**config.mk**
```make
export PLATFORM = sky130hd
export DESIGN_NAME = rtp_jpeg_packetizer
export DESIGN_NICKNAME = d
export VERILOG_FILES = /design/src/rtl/rjp_pkg.sv /design/src/rtl/rjp_header.sv /design/src/rtl/rtp_jpeg_packetizer.sv
export SDC_FILE = /design/constraint.sdc
export NUM_CORES = 1
export LEC_CHECK = 0
export BUFFER_PORTS_ARGS = -buffer_cell sky130_fd_sc_hd__buf_2
export CORE_ASPECT_RATIO = 0.5
export CORE_MARGIN = 3
export CORE_UTILIZATION = 35
export CTS_BUF_LIST = sky130_fd_sc_hd__clkbuf_8
export DETAILED_ROUTE_END_ITERATION = 10
export PLACE_DENSITY = 0.52
export RECOVER_POWER = 50
export SLEW_MARGIN = 30
export SYNTH_ARGS = -nofsm -noshare
export SYNTH_HDL_FRONTEND = slang
export SYNTH_SLANG_ARGS = --single-unit
```
**constraint.sdc**
```tcl
create_clock -name clk_i -period 9.02 [get_ports clk_i]
set_input_delay 0.902 -clock clk_i [delete_from_list [all_inputs] [get_ports clk_i]]
set_output_delay 0.902 -clock clk_i [all_outputs]
set_load 0.03 [all_outputs]
```
**src/rtl/rjp_pkg.sv**
```systemverilog
package rjp_pkg;

  localparam int unsigned MAX_FRAGMENT = 1438;
  localparam int unsigned FRAG_W       = $clog2(MAX_FRAGMENT + 1);
  localparam int unsigned OFFSET_W     = 24;
  localparam int unsigned CFG_INDEX_W  = 2;

  localparam logic [15:0] HDR_BYTES        = 16'd20;
  localparam logic [7:0]  PREFIX_MAGIC     = 8'h24;
  localparam logic [7:0]  RTP_VERSION_BYTE = 8'h80;
  localparam logic [7:0]  PAYLOAD_TYPE     = 8'h1A;

  typedef enum logic [CFG_INDEX_W-1:0] {
    CFG_CHANNEL_ID = 2'd0,
    CFG_SOURCE_ID  = 2'd1
  } cfg_reg_e;

  typedef enum logic [4:0] {
    POS_MAGIC, POS_CHANNEL, POS_LEN_HI, POS_LEN_LO,
    POS_VERSION, POS_PTYPE, POS_SEQ_HI, POS_SEQ_LO,
    POS_TS3, POS_TS2, POS_TS1, POS_TS0,
    POS_SSRC3, POS_SSRC2, POS_SSRC1, POS_SSRC0,
    POS_TSPEC, POS_OFF2, POS_OFF1, POS_OFF0,
    POS_JTYPE, POS_QUALITY, POS_WIDTH, POS_HEIGHT,
    POS_PAYLOAD
  } hdr_pos_e;

  typedef struct packed {
    logic [7:0]          payload_byte;
    logic [OFFSET_W-1:0] frame_length;
    logic [7:0]          quality;
    logic [10:0]         width;
    logic [10:0]         height;
    logic [31:0]         timestamp;
    logic                interleaved;
  } in_item_t;

  typedef struct packed {
    logic [7:0] packet_byte;
    logic       packet_end;
    logic       frame_end;
    logic       run_last;
  } out_item_t;

  typedef struct packed {
    logic                marker;
    logic [15:0]         total;
    logic [15:0]         seq;
    logic [31:0]         timestamp;
    logic [OFFSET_W-1:0] offset;
    logic [7:0]          quality;
    logic [7:0]          width_units;
    logic [7:0]          height_units;
  } hdr_info_t;

endpackage

```
**src/rtl/rjp_header.sv**
```systemverilog
module rjp_header import rjp_pkg::*; (
  input  hdr_info_t  hdr_i,
  input  hdr_pos_e   pos_i,
  input  logic [7:0] channel_i,
  input  logic [31:0] source_i,
  input  logic [7:0] payload_i,
  output logic [7:0] byte_o
);

  always_comb begin
    unique case (pos_i)
      POS_MAGIC:   byte_o = PREFIX_MAGIC;
      POS_CHANNEL: byte_o = channel_i;
      POS_LEN_HI:  byte_o = hdr_i.total[15:8];
      POS_LEN_LO:  byte_o = hdr_i.total[7:0];
      POS_VERSION: byte_o = RTP_VERSION_BYTE;
      POS_PTYPE:   byte_o = PAYLOAD_TYPE | {hdr_i.marker, 7'd0};
      POS_SEQ_HI:  byte_o = hdr_i.seq[15:8];
      POS_SEQ_LO:  byte_o = hdr_i.seq[7:0];
      POS_TS3:     byte_o = hdr_i.timestamp[31:24];
      POS_TS2:     byte_o = hdr_i.timestamp[23:16];
      POS_TS1:     byte_o = hdr_i.timestamp[15:8];
      POS_TS0:     byte_o = hdr_i.timestamp[7:0];
      POS_SSRC3:   byte_o = source_i[31:24];
      POS_SSRC2:   byte_o = source_i[23:16];
      POS_SSRC1:   byte_o = source_i[15:8];
      POS_SSRC0:   byte_o = source_i[7:0];
      POS_TSPEC:   byte_o = 8'd0;
      POS_OFF2:    byte_o = hdr_i.offset[23:16];
      POS_OFF1:    byte_o = hdr_i.offset[15:8];
      POS_OFF0:    byte_o = hdr_i.offset[7:0];
      POS_JTYPE:   byte_o = 8'd0;
      POS_QUALITY: byte_o = hdr_i.quality;
      POS_WIDTH:   byte_o = hdr_i.width_units;
      POS_HEIGHT:  byte_o = hdr_i.height_units;
      POS_PAYLOAD: byte_o = payload_i;
      default:     byte_o = 8'd0;
    endcase
  end

endmodule

```
**src/rtl/rtp_jpeg_packetizer.sv**
```systemverilog
// RTP/JPEG packetizer: each accepted transaction carries one JPEG frame byte and produces
// one output transaction per packet byte, with run_last marking the last one it caused.
// Payload inside a fragment streams at one byte per cycle while out_ready_i is high.
// A byte that opens a fragment first sends its header, 20 bytes (24 with interleaving),
// through the single output register at one byte per cycle while out_ready_i is high,
// and the next input is accepted in the cycle its last byte leaves.
// Frame fields are sampled on the frame's first byte, and the configuration registers
// are read as each header goes out.
module rtp_jpeg_packetizer import rjp_pkg::*; (
  input  logic                   clk_i,
  input  logic                   rst_ni,
  input  logic                   in_valid_i,
  output logic                   in_ready_o,
  input  in_item_t               in_data_i,
  output logic                   out_valid_o,
  input  logic                   out_ready_i,
  output out_item_t              out_data_o,
  input  logic                   cfg_valid_i,
  output logic                   cfg_ready_o,
  input  logic [CFG_INDEX_W-1:0] cfg_index_i,
  input  logic [31:0]            cfg_data_i
);

  logic [7:0]          channel_q;
  logic [31:0]         source_q;
  logic [OFFSET_W-1:0] frame_offset_q;
  logic [FRAG_W-1:0]   fragment_count_q;
  logic [FRAG_W-1:0]   fragment_size_q;
  logic [15:0]         sequence_q;
  logic [OFFSET_W-1:0] latched_length_q;
  logic [7:0]          latched_quality_q;
  logic [7:0]          latched_width_q;
  logic [7:0]          latched_height_q;
  logic [31:0]         latched_timestamp_q;
  logic                latched_interleave_q;

  logic                hold_valid_q;
  hdr_pos_e            hold_pos_q;
  hdr_info_t           hold_hdr_q;
  logic [7:0]          hold_byte_q;
  logic                hold_pend_q;
  logic                hold_fend_q;

  logic                out_valid_q;
  out_item_t           out_q;

  logic                in_accept;
  logic                advance;
  logic                hold_last;
  logic                first;
  logic [OFFSET_W-1:0] len;
  logic [OFFSET_W-1:0] remain;
  logic                fits;
  logic [FRAG_W-1:0]   fsize;
  logic [FRAG_W-1:0]   fcount;
  logic [FRAG_W-1:0]   fcount_inc;
  logic                frag_start;
  logic [FRAG_W-1:0]   cur_size;
  logic                pend;
  logic                fend;
  logic                eff_interleave;
  hdr_info_t           hdr_d;
  logic [7:0]          sel_byte;

  assign cfg_ready_o = 1'b1;

  assign hold_last  = hold_pos_q == POS_PAYLOAD;
  assign advance    = hold_valid_q && (!out_valid_q || out_ready_i);
  assign in_ready_o = !hold_valid_q || (advance && hold_last);
  assign in_accept  = in_valid_i && in_ready_o;

  always_comb begin
    first = frame_offset_q == '0;
    if (first) begin
      len = (in_data_i.frame_length == '0) ? OFFSET_W'(1) : in_data_i.frame_length;
    end else begin
      len = latched_length_q;
    end
    remain     = len - frame_offset_q;
    fits       = remain <= OFFSET_W'(MAX_FRAGMENT);
    fsize      = fits ? remain[FRAG_W-1:0] : FRAG_W'(MAX_FRAGMENT);
    fcount     = first ? '0 : fragment_count_q;
    fcount_inc = fcount + FRAG_W'(1);
    frag_start = fcount == '0;
    cur_size   = frag_start ? fsize : fragment_size_q;
    pend       = fcount_inc >= cur_size;
    fend       = (frame_offset_q + OFFSET_W'(1)) >= len;
    eff_interleave = first ? in_data_i.interleaved : latched_interleave_q;

    hdr_d.marker       = fits;
    hdr_d.total        = 16'(fsize) + HDR_BYTES;
    hdr_d.seq          = sequence_q;
    hdr_d.offset       = frame_offset_q;
    hdr_d.timestamp    = first ? in_data_i.timestamp : latched_timestamp_q;
    hdr_d.quality      = first ? in_data_i.quality : latched_quality_q;
    hdr_d.width_units  = first ? in_data_i.width[10:3] : latched_width_q;
    hdr_d.height_units = first ? in_data_i.height[10:3] : latched_height_q;
  end

  rjp_header u_header (
    .hdr_i     (hold_hdr_q),
    .pos_i     (hold_pos_q),
    .channel_i (channel_q),
    .source_i  (source_q),
    .payload_i (hold_byte_q),
    .byte_o    (sel_byte)
  );

  always_ff @(posedge clk_i or negedge rst_ni) begin
    if (!rst_ni) begin
      channel_q        <= '0;
      source_q         <= '0;
      frame_offset_q   <= '0;
      fragment_count_q <= '0;
      fragment_size_q  <= '0;
      sequence_q       <= '0;
      hold_valid_q     <= 1'b0;
      hold_pos_q       <= POS_PAYLOAD;
      out_valid_q      <= 1'b0;
    end else begin
      if (cfg_valid_i) begin
        unique case (cfg_index_i)
          CFG_CHANNEL_ID: channel_q <= cfg_data_i[7:0];
          CFG_SOURCE_ID:  source_q  <= cfg_data_i;
          default: ;
        endcase
      end
      if (advance) begin
        out_valid_q <= 1'b1;
      end else if (out_ready_i) begin
        out_valid_q <= 1'b0;
      end
      if (in_accept) begin
        hold_valid_q     <= 1'b1;
        hold_pos_q       <= frag_start ? (eff_interleave ? POS_MAGIC : POS_VERSION)
                                       : POS_PAYLOAD;
        fragment_count_q <= pend ? '0 : fcount_inc;
        sequence_q       <= pend ? sequence_q + 16'd1 : sequence_q;
        frame_offset_q   <= fend ? '0 : frame_offset_q + OFFSET_W'(1);
        if (frag_start) begin
          fragment_size_q <= cur_size;
        end
      end else if (advance) begin
        if (hold_last) begin
          hold_valid_q <= 1'b0;
        end else begin
          hold_pos_q <= hdr_pos_e'(hold_pos_q + 5'd1);
        end
      end
    end
  end

  always_ff @(posedge clk_i) begin
    if (in_accept) begin
      hold_hdr_q  <= hdr_d;
      hold_byte_q <= in_data_i.payload_byte;
      hold_pend_q <= pend;
      hold_fend_q <= fend;
      if (first) begin
        latched_length_q     <= len;
        latched_quality_q    <= in_data_i.quality;
        latched_width_q      <= in_data_i.width[10:3];
        latched_height_q     <= in_data_i.height[10:3];
        latched_timestamp_q  <= in_data_i.timestamp;
        latched_interleave_q <= in_data_i.interleaved;
      end
    end
    if (advance) begin
      out_q.packet_byte <= sel_byte;
      out_q.packet_end  <= hold_last && hold_pend_q;
      out_q.frame_end   <= hold_last && hold_fend_q;
      out_q.run_last    <= hold_last;
    end
  end

  assign out_valid_o = out_valid_q;
  assign out_data_o  = out_q;

  a_header_no_end: assert property (@(posedge clk_i) disable iff (!rst_ni)
    out_valid_o && !out_data_o.run_last |-> !out_data_o.packet_end && !out_data_o.frame_end)
    else $error("Header byte carries an end flag.");

  a_frame_end_packet_end: assert property (@(posedge clk_i) disable iff (!rst_ni)
    out_valid_o && out_data_o.frame_end |-> out_data_o.packet_end)
    else $error("Frame ended inside a packet.");

  a_ready_only_when_free: assert property (@(posedge clk_i) disable iff (!rst_ni)
    in_ready_o |-> !hold_valid_q || hold_last)
    else $error("Input accepted while a header is still being sent.");

  a_fragment_bound: assert property (@(posedge clk_i) disable iff (!rst_ni)
    fragment_count_q < FRAG_W'(MAX_FRAGMENT))
    else $error("Fragment count exceeds the fragment limit.");

  a_offset_in_frame: assert property (@(posedge clk_i) disable iff (!rst_ni)
    frame_offset_q != '0 |-> frame_offset_q < latched_length_q)
    else $error("Frame offset runs past the frame length.");

endmodule

```
Word-level counts from Yosys, hierarchy flattened. Index checks and enable logic that the tools add are counted.

Register bits after elaboration: 268. Logic and storage cells: 106. Input bits: 134.

Equal/unequal tests: 24. Magnitude comparators: 3. Reductions and logical operators: 24. Muxes and demuxes: 23. $add $sub $neg: 6.

Operators with widths (number): $pmux W8 S23 (1); $mux W24 (3); $logic_not A24 Y1 (2); $mux W11 (4); $eq A5 B4 Y1 const B (8); $eq A5 B5 Y1 const B (7); $mux W32 (1); $add A24 B1 Y24 const B (1); $ge A24 B24 Y1 (1); $le A24 B11 Y1 const B (1); $mux W8 (3); $sub A24 B24 Y24 (1); $eq A5 B3 Y1 const B (4); $mux W5 (4); $add A16 B1 Y16 const B (1); $reduce_and A2 Y1 (7); $add A11 B5 Y12 const B (1); $add A11 B1 Y11 const B (1); $ge A11 B11 Y1 (1); $logic_not A11 Y1 (1); $eq A5 B2 Y1 const B (2); $mux W1 (6); $reduce_bool A2 Y1 (3); $add A5 B1 Y5 const B (1); 9 further kinds (15).

Depth between registers and ports, before layout. Gate-level depths: netlist of run 1.

Word-level depth: 9. Mapped depth: 33.

Cells and area by module. A second synthesis of run 1 with hierarchy kept.

Cell total of the unflattened synthesis: 1267. Area total of the unflattened synthesis: 14214.9 µm².

Modules (own cells, without submodules): rtp_jpeg_packetizer (instances 1, cells an instance 1066, area an instance 12799.8 µm²); rjp_header (instances 1, cells an instance 201, area an instance 1415.1 µm²).

Worst setup path before layout of run 1. Ideal clock, no wire load.

Path kind: in2reg. Start: input port out_ready_i. End: register hold_hdr_q[0] (netlist name) (enable). Data required time: 8404 ps. Slack: 1180 ps. Arrival: 7224 ps. Cell stages on the path: 6. Path through: nand2b_1 -> nand2_1 -> nand2_1 -> nand2_1 -> clkbuf_1 -> nor3_1.

Longest elaborated chain between the ends: 6.

RTL lines: from (decl) (RTL line rtp_jpeg_packetizer.sv:16) `input logic out_ready_i,`; $logic_or A1 B1 Y1 (RTL line rtp_jpeg_packetizer.sv:68) `assign advance = hold_valid_q && (!out_valid_q || out_ready_i);`; $logic_and A1 B1 Y1 (RTL line rtp_jpeg_packetizer.sv:68); $logic_and A1 B1 Y1 (RTL line rtp_jpeg_packetizer.sv:69) `assign in_ready_o = !hold_valid_q || (advance && hold_last);`; $logic_or A1 B1 Y1 (RTL line rtp_jpeg_packetizer.sv:69); named net in_ready_o (RTL line rtp_jpeg_packetizer.sv:13) `output logic in_ready_o,`; $logic_and A1 B1 Y1 (RTL line rtp_jpeg_packetizer.sv:70) `assign in_accept = in_valid_i && in_ready_o;`; $reduce_and A2 Y1 (no source line); to (signal assigned) (RTL line rtp_jpeg_packetizer.sv:155) `hold_hdr_q <= hdr_d;`; to (decl) (RTL line rtp_jpeg_packetizer.sv:39) `hdr_info_t hold_hdr_q;`.

The timed path passes the listed nets, and every way through them passes these cells. A chain may end at the register's enable or synchronous reset.

Worst setup path in the final report of run 1.
Start: register frame_offset_q[0]. End: register sequence_q[2].

Longest elaborated chain between the ends: 8. Elaborated cells between the ends (all ways): 11.

RTL lines: from (decl) (RTL line rtp_jpeg_packetizer.sv:26) `logic [OFFSET_W-1:0] frame_offset_q;`; from (signal assigned) (RTL line rtp_jpeg_packetizer.sv:139) `frame_offset_q <= fend ? '0 : frame_offset_q + OFFSET_W'(1);`; $logic_not A24 Y1 (*) (RTL line rtp_jpeg_packetizer.sv:73) `first = frame_offset_q == '0;`; $mux W24 (*) (RTL line rtp_jpeg_packetizer.sv:74) `if (first) begin`; named net len[1] (RTL line rtp_jpeg_packetizer.sv:51) `logic [OFFSET_W-1:0] len;`; $sub A24 B24 Y24 (*) (RTL line rtp_jpeg_packetizer.sv:79) `remain = len - frame_offset_q;`; $le A24 B11 Y1 (RTL line rtp_jpeg_packetizer.sv:80) `fits = remain <= OFFSET_W'(MAX_FRAGMENT);`; $mux W11 (*) (RTL line rtp_jpeg_packetizer.sv:81) `fsize = fits ? remain[FRAG_W-1:0] : FRAG_W'(MAX_FRAGMENT);`; $mux W11 (*) (RTL line rtp_jpeg_packetizer.sv:85) `cur_size = frag_start ? fsize : fragment_size_q;`; $ge A11 B11 Y1 (*) (RTL line rtp_jpeg_packetizer.sv:86) `pend = fcount_inc >= cur_size;`; $reduce_and A2 Y1 (no source line) (*); to (signal assigned) (RTL line rtp_jpeg_packetizer.sv:138) `sequence_q <= pend ? sequence_q + 16'd1 : sequence_q;`; to (decl) (RTL line rtp_jpeg_packetizer.sv:29) `logic [15:0] sequence_q;`.

The timed path passes the listed nets; every way through them passes the cells marked *.

==> results of run 1 <==
-- area by class of cell --
type | instances | area, sq um | share of cell area (%)
Clock buffer | 49 | 674.4 | 4.158
Clock inverter | 27 | 171.4 | 1.057
Inverter | 71 | 269.0 | 1.659
Multi-Input combinational cell | 866 | 6206 | 38.26
Sequential cell | 264 | 7385 | 45.53
Tap cell | 530 | 663.1 | 4.089
Timing Repair Buffer | 164 | 850.8 | 5.246
-- flip-flops by register name, indices dropped and copies added (netlist names) --
name	flops
hold_hdr_q	109
source_q	32
frame_offset_q	24
latched_length_q	24
sequence_q	16
fragment_count_q	11
fragment_size_q	11
out_data_o	11
channel_q	8
hold_byte_q	8
hold_pos_q	5
hold_fend_q	1
hold_pend_q	1
hold_valid_q	1
latched_interleave_q	1
out_valid_o	1
-- path summary, 6_finish.rpt --
check | cells after the start | slack (ps) | to
worst max-delay path | 29 | 1040 | sequence_q[2]
max in group asynchronous | 2 | 3270 | frame_offset_q[4]
min in group asynchronous | 1 | 1200 | sequence_q[13]
worst min-delay path | 0 | 480 | hold_hdr_q[43]
worst max register to register | 29 | 1040 | sequence_q[2]
worst min register to register | 0 | 480 | hold_hdr_q[43]
-- per-layer routing --
metal	GRT usage (%)	vias up
met2	29.99	333
met5	0	-
met3	3.621	64
met1	28.46	5340
met4	5.156	0
li1	-	5046
-- cell families (layout without fill, tap and decap cells) --
kind of cell             after synthesis  in the layout  share of synthesized area (%)
buffers and inverters                124            311                          3.401
XOR/XNOR                              68             68                          4.238
adder cells (fa/ha/maj)               71             71                          6.374
other                                  2              2                        0.05343
AND/OR/NAND/NOR                      395            395                          14.53
AO/OA/AOI/OAI                        261            261                          13.36
flip-flops                           264            264                          52.54
multiplexers                          69             69                          5.502
-- placed cells by master (no fill, tap or decap), drive strengths merged, types with 28 or more instances in the layout --
cell	count
a21oi	42
and3	29
buf	150
clkbuf	63
dfrtp	107
edfxtp	155
ha	70
inv	79
mux2	66
nand2	95
nand3	36
nor2	68
nor3	28
nor4	30
o21ai	47
xnor2	50
-- power by group through the flow --
stage / Sequential, mW / Combinational (mW) / Clock [mW]
6_report: 1.63 / 1.57 / 1.05
5_1_grt: 1.65 / 1.73 / 1.13
4_1_cts: 1.63 / 1.57 / 1.08
3_5_place_dp: 1.65 / 1.56 / 0
3_3_place_gp: 1.64 / 1.53 / 0
2_1_floorplan: 1.63 / 1.06 / 0
-- worst max-delay path: cells and delay by family (launching register included) --
kind            cells  cell delay, ps
simple gates       10            2540
compound gates      9            2330
buf+inv             5            1150
fa+ha+maj           3             900
mux                 1             430
flops               1             360
xor+xnor            1             130
-- stage by stage --
| step | cell area [sq um] | power, mW |
|---|---|---|
| 2_1_floorplan | 14050 | 2.691 |
| 6_report | 16220 | 4.248 |
| 5_1_grt | 16220 | 4.511 |
| 4_1_cts | 16250 | 4.271 |
| 3_3_place_gp | 15410 | 3.178 |
| 3_5_place_dp | 15410 | 3.207 |
==> flow_results.org, run 1 <==
** Detailed routing
- For this run, design rule violations remaining after detail routing come to 0.
- Met2 Routed Length :: 18700 um
- The pre-antenna-repair detailed-routing pass consisted of 6 iterations.
- Met3 wire len :: 2512 um
- The first routing iteration left 917 violations.
- After detailed routing, the number of vias per cell comes to 5.471.
- The final route contains 10780 vias.
- Drt total wl :: 41970 um
- Met1 Routed Length :: 19890 um
- In this run the remaining antenna-violating nets after routing total 0.
- Top Layer Used :: met4
- Average wire per cell in the routed design :: 21.30 um

** Synthesis
- Yosys mapped a number of flops with a built-in enable equal to 155.
- Among all cell types in the netlist, the one instantiated most often is sky130_fd_sc_hd__edfxtp_1.
- By area the synthesized netlist is led by sky130_fd_sc_hd__edfxtp_1 33%, sky130_fd_sc_hd__dfrtp_1 19%, sky130_fd_sc_hd__ha_1 6.2%.
- Average footprint of a synthesized cell :: 11.21 sq um
- The Yosys step of the flow raised 0 warnings.
- The cell area that synthesis handed to floorplanning was 0.01405 sq mm.
- The synthesized design devotes to its leading area cell type 33.12% of total area.
- Counting every net in the synthesized netlist gives 1459.
- Sequential cell area fraction in the yosys report :: 52.54%
- The biggest area contributor in the post-synthesis netlist is sky130_fd_sc_hd__edfxtp_1.
- Most instantiated flip-flop cell in the synthesis netlist :: sky130_fd_sc_hd__edfxtp_1
- Share of synthesized registers carrying an async set or reset :: 41.29%
- Total of flip-flops plus latches after synthesis :: 264
- Distinct cell type count of the synthesized netlist :: 72
- Cells after synthesis :: 1254
- By count the netlist is led by 155 x sky130_fd_sc_hd__edfxtp_1, 107 x sky130_fd_sc_hd__dfrtp_1, 95 x sky130_fd_sc_hd__nand2_1.

** Setup path
- The startpoint identified for the worst register-to-register timing path is frame_offset_q[0].
- The most critical setup path has its startpoint at frame_offset_q[0].
- The critical path in this run is classified as reg2reg.
- The cell that appears most often on the critical path is sky130_fd_sc_hd__a21o_1.
- STA puts the critical path data required time at 9460 ps.
- STA classifies the critical path startpoint as a flop.
- Max stage delay on crit path :: 710 ps
- Along the worst path, the maximum fanout reaches 33.
- STA puts the critical path data arrival time at 8420 ps.
- STA classifies the critical path endpoint as a flop.
- Among all stages on the critical path, the largest delay is contributed by sky130_fd_sc_hd__or4_1.

** Clock tree
- Max Root-Sink Buffers :: 3
- Hold buffer count at cts :: 0
- The clock net in this run drives a total of 264 sinks.
- Root Buffer :: sky130_fd_sc_hd__clkbuf_8
- Cts bufs inserted :: 43
- Setup fix buffers added after clock tree synthesis :: 0
- The number of gates resized after CTS was 0.
- Clock transition at path regs :: 60 ps
- Clock tree from TritonCTS :: done
- Worst skew pair latency :: 560 ps
- Max H-tree Level :: 2

** Final layout
- Layout overhead on the synthesized area :: 15.40%
- At the end of the flow, the number of nets in the layout was 1615.
- Antenna diodes :: 0
- Counting the fill cells in the layout gives 3735.
- Final core area utilization :: 41.33%
- The post-route netlist has 20.61% of its cells at a drive strength greater than 1.
- The finished layout holds 1971 standard cells, fillers aside.

** Die
- The initial utilization of the core area, before any placement, comes to 35.81%.
- Top Ports :: 148
- In this run the standard cell core region covers 0.03924 sq mm.
- Die height :: 147.7 um
- Number of rows in the core area :: 51
- Die area :: 0.04274 sq mm
- Horizontal extent of the die :: 289.4 um

** Placement
- The congestion estimate from routability-driven global placement came to 0.8784.
- HPWL reported at the end of detailed placement :: 31070 um
- After detailed placement, the design holds a cell count of 1895.
- Pre-CTS setup slack :: 1234 ps
- Buffers placed on the I/O ports in this run total 140.

** STA
- Skew final :: 14.02 ps
- Final hold analysis gives a worst-case slack of 478.0 ps.
- Hold Vio Cnt, Final :: 0
- Setup repair after global routing missed its margin :: false
- The number of max-slew violations in the final report was 145.
- Accumulated negative setup slack :: 0 ps
- Time the worst path needs with I/O delays and setup :: 7980 ps
- Setup violations remaining at the end of the flow were counted as 0.
- Portion of the clock cycle consumed by the worst path in the final layout :: 88.47%
- For the pin with the worst max-slew slack, the measured transition is 3702 ps.
- Top achievable clock speed :: 125.3 MHz
- Fin worst setup slack :: 1040 ps
- Relative slew margins :: -146.8%

** Worst hold path
- In this run the worst hold path is classified as reg2reg.
- Hold Crit Start :: frame_offset_q[19]

** Status
- The final reports fail on capacitance limit, slew limit.
- The flow ran to the end, but the final reports show violations.

** Global route
- Largest net degree at the start of global routing :: 72
- Remaining Overflow, GRT :: 0
- Total routing resource utilization after global routing :: 19.55%
- Global-route wire length before repair :: 64510 um
- Via count of the first global-routing pass :: 10770
- Initial antenna violation count :: 0

** Pwr
- Switching power of the nets :: 1.644 mW
- Sw Ratio :: 38.71%
- Cell internal power was estimated by the tool at 2.604 mW.
- Combinational cell fraction of total power :: 36.9%
- Across the VDD grid, the largest voltage drop is 84.01 uV.
- Relative contribution of the clock network to total power :: 24.7%
- Sequential Power Share :: 38.3%
- In this run the power density over the cells is 261.9 mW/mm^2.
- The analysis attributes to cell leakage a power of 6.448 nW.

** Run
- Max-cap violations in this run came to 3.
Note: power is estimated with default switching activity, not from simulation.
==> run 2: changes to the inputs <==
- CORE_MARGIN: 3 -> default
- SYNTH_HIERARCHICAL: default -> 1
==> flow_results.org, run 2 <==
** STA
- The count of final hold-check violations is 0.
- Adding up every negative setup slack in the final design gives 0 ps.
- Between clock sinks in the finished design, the worst skew comes to 20.63 ps.
- Setup repair after global routing missed its margin :: false
- Relative slew margins :: -147.2%
- Measured slew at the worst slew-check pin :: 3708 ps
- Top achievable clock speed :: 129.7 MHz
- The number of max-slew violations in the final report was 145.
- Portion of the clock cycle consumed by the worst path in the final layout :: 85.51%
- Setup violation total in the final timing report :: 0
- After layout, the minimum clock period comes to 7713 ps.

** Final layout
- Antenna diodes :: 0
- The post-route netlist has 21.15% of its cells at a drive strength greater than 1.
- Layout overhead on the synthesized area :: 15.31%
- Area of all placed cells without fillers :: 0.01639 sq mm
- The net count of the finished layout is 1629.
- Commonest cells after routing, fill and taps aside :: 155 x sky130_fd_sc_hd__edfxtp_1, 133 x sky130_fd_sc_hd__buf_2, 125 x sky130_fd_sc_hd__nand2_1
- The register with the most flip-flops in the layout has 109 of them.
- Filler cells :: 3837
- Register with the most flip-flops :: hold_hdr_q
- In the final layout, the registers with the most flip-flops are hold_hdr_q: 109 flops, source_q: 32 flops.
- Final core area utilization :: 41.56%
- Most common cell after layout, fill and taps aside :: sky130_fd_sc_hd__edfxtp_1
- Number of non-filler instances in the completed layout :: 1991

** Clock tree
- Setup fix buffers added after clock tree synthesis :: 0
- In this run, CTS created clock tree buffers numbering 43.
- In this run the clock root is driven by a sky130_fd_sc_hd__clkbuf_8.
- Clock-pin slew was measured on the worst setup and hold paths at 60 ps.
- For this design, the sink count on the clock tree is 264.
- TritonCTS built the clock tree.
- The H-tree generated during clock tree synthesis spans 2 levels.
- Resize count post-CTS :: 0
- No sink is reached through more buffers than the 3 on the longest clock path.
- Hold buffer count at cts :: 0
- The clock reaches the later pin of the worst-skew pair after 570 ps.

** Global route
- Met1 Use GR :: 30.26%
- Most Crowded Layer GR :: met2
- Initial antenna violation count :: 1
- The number of global-route vias before repair was 10510.
- Entering global routing, the biggest net connects 70 pins.
- Global-route wire length before repair :: 63660 um
- Met3 global-route usage :: 3.028%
- Across every metal layer, demand over resource in global routing totals 20.28%.
- Met2 track utilization from global routing :: 30.93%
- The total overflow left after global routing is 0.

** Pwr
- Overall power consumption after layout is estimated at 4.000 mW.
- Across the VDD grid, the largest voltage drop is 92.18 uV.
- Power per standard cell area :: 244.1 mW/mm^2
- In this run the static leakage power is 6.638 nW.

** Die
- After floorplanning, the core was divided into 51 placement rows.
- Starting utilization of the core area :: 36.05%
- Top Ports :: 148
- Floorplan core area :: 0.03944 sq mm
- Die area :: 0.04147 sq mm
- In this run the vertical extent of the chip is 144.5 um.
- From left edge to right edge, the die measures 287.0 um.

** Synthesis
- Distinct cell type count of the synthesized netlist :: 89
- Area share of the leading cell type in the synthesized netlist :: 32.74%
- The synthesized design contains 264 register bits.
- The most common cell in the synthesized netlist is sky130_fd_sc_hd__edfxtp_1.
- Sequential cell area fraction in the yosys report :: 51.95%
- Top cells by area, synth :: sky130_fd_sc_hd__edfxtp_1 33%, sky130_fd_sc_hd__dfrtp_1 19%, sky130_fd_sc_hd__ha_1 5.9%
- sky130_fd_sc_hd__edfxtp_1 takes more of the synthesized area than any other cell.
- Among all flip-flop cells after synthesis, the most frequent one is sky130_fd_sc_hd__edfxtp_1.
- The Yosys step of the flow raised 6 warnings.
- Number of synthesized flops with an enable pin :: 155
- The mapped netlist covers 0.01421 sq mm.
- In the synthesized netlist, the number of instances is 1267.
- After synthesis, the mean cell area works out to 11.22 sq um.
- Most instantiated cells after synthesis :: 155 x sky130_fd_sc_hd__edfxtp_1, 125 x sky130_fd_sc_hd__nand2_1, 107 x sky130_fd_sc_hd__dfrtp_1
- Share of synthesized registers carrying an async set or reset :: 41.29%

** Placement
- The count of buffers added on input and output ports is 140.
- Routability-driven placement finished with a final weighted congestion of 0.8746.
- In this run, placement finished with an instance count of 1912.
- HPWL reported at the end of detailed placement :: 31060 um
- The placed instances occupy a cell area of 0.01555 sq mm.

** Detailed routing
- The routed design has 42040 um of wire.
- Detailed-route via count :: 10830
- The first detailed-routing pass ran for 5 iterations.
- The detailed router finished its first iteration with 844 violations.
- Number of remaining DRC errors :: 0
- The count of nets left with antenna violations once routing finished came out at 0.
- Average wire per cell in the routed design :: 21.12 um
- Mean number of vias per cell :: 5.437

** Setup path
- Data arrival time of the critical path :: 8160 ps
- Most common cell type on the critical path :: sky130_fd_sc_hd__a21o_1
- Worst-path fanout max :: 14
- STA puts the critical path data required time at 9470 ps.
- Crit start category :: flop
- The critical path in this run is classified as reg2reg.
- The slowest stage of the critical path is the sky130_fd_sc_hd__nor2_2 cell.
- For this run, the slowest stage of the critical path takes 680 ps.
- Nature of the critical path endpoint :: flop

** Status
- The flow ran to the end, but the final reports show violations.
- The final reports fail on capacitance limit, slew limit.

** Run
- Across the run, the number of max-cap violations was 3.

** Worst hold path
- The min-delay analysis places its worst path in the category reg2reg.
run 2: cell types whose count changed in the layout (fill, tap and decap cells not counted), sizes merged, moves of 11 or more:
cell and change:
a22oi -12, xor2 +17, o22ai -13, and3 -11, a32oi +19, a222oi -14, nand2 +30, xnor2 -19
a22o -14
run 2: cell type report:
type | count | area [sq um] | area share (%)
multi-input combinational | 893 | 6394 | 39.01
clock buffer | 48 | 660.6 | 4.031
sequential | 264 | 7385 | 45.05
timing repair buffer | 159 | 835.8 | 5.099
inverter | 66 | 250.2 | 1.527
tap | 530 | 663.1 | 4.046
clock inverter | 31 | 202.7 | 1.237
run 2: worst max-delay path, delay by kind of cell (launching register included):
kind / cells / cell delay, ps
fa+ha+maj: 3 / 810
compound gates: 10 / 2110
simple gates: 7 / 2740
flops: 1 / 440
xor+xnor: 1 / 110
buf+inv: 4 / 610
mux: 2 / 750
run 2: metal layers:
| layer | vias to the layer above | share of wire (%) |
|---|---|---|
| li1 | 5092 | - |
| met1 | 5366 | 48 |
| met2 | 322 | 44 |
| met3 | 45 | 5.7 |
| met4 | 0 | 1.3 |
| met5 | - | 0 |
run 2: cell families (layout without fill, tap and decap cells):
kind of cell	count (synthesis)	after routing	share of synthesized area [%]
AOI/OAI and AO/OA	261	261	12.90
DFF	264	264	51.95
xor gates and xnor gates	66	66	4.067
buffers and inverters	114	304	3.362
muxes	85	85	6.760
adders and majority gates	68	68	6.038
and+or+nand+nor	407	407	14.88
other	2	6	0.05283
run 2: report_power, final:
group | internal (mW) | switching (mW) | leakage (nW)
Sequential | 1.45 | 0.161 | 2.76
Clock | 0.574 | 0.496 | 0.509
Combinational | 0.491 | 0.828 | 3.37
run 2: final timing paths:
kind / from / endpoint / slack, ps / cells past startpoint
setup / recovery: frame_offset_q[18] / sequence_q[1] / 1310 / 27
hold / removal: sequence_q[15] / sequence_q[15] / 470 / 1
setup reg to reg: frame_offset_q[18] / sequence_q[1] / 1310 / 27
hold reg to reg: sequence_q[15] / sequence_q[15] / 470 / 1
max in group asynchronous: rst_ni / sequence_q[5] / 3290 / 2
min in group asynchronous: rst_ni / fragment_count_q[8] / 1190 / 1
run 2: stage by stage:
| stage | hold WS [ps] | setup WS, ps |
|---|---|---|
| 3_3_place_gp | 454.9 | 1276 |
| 4_1_cts | 351.6 | 1277 |
| 6_report | 469.3 | 1307 |
| 5_1_grt | 480.0 | 843.1 |
| 2_1_floorplan | 419.6 | 1013 |
| 3_5_place_dp | 459.0 | 1279 |
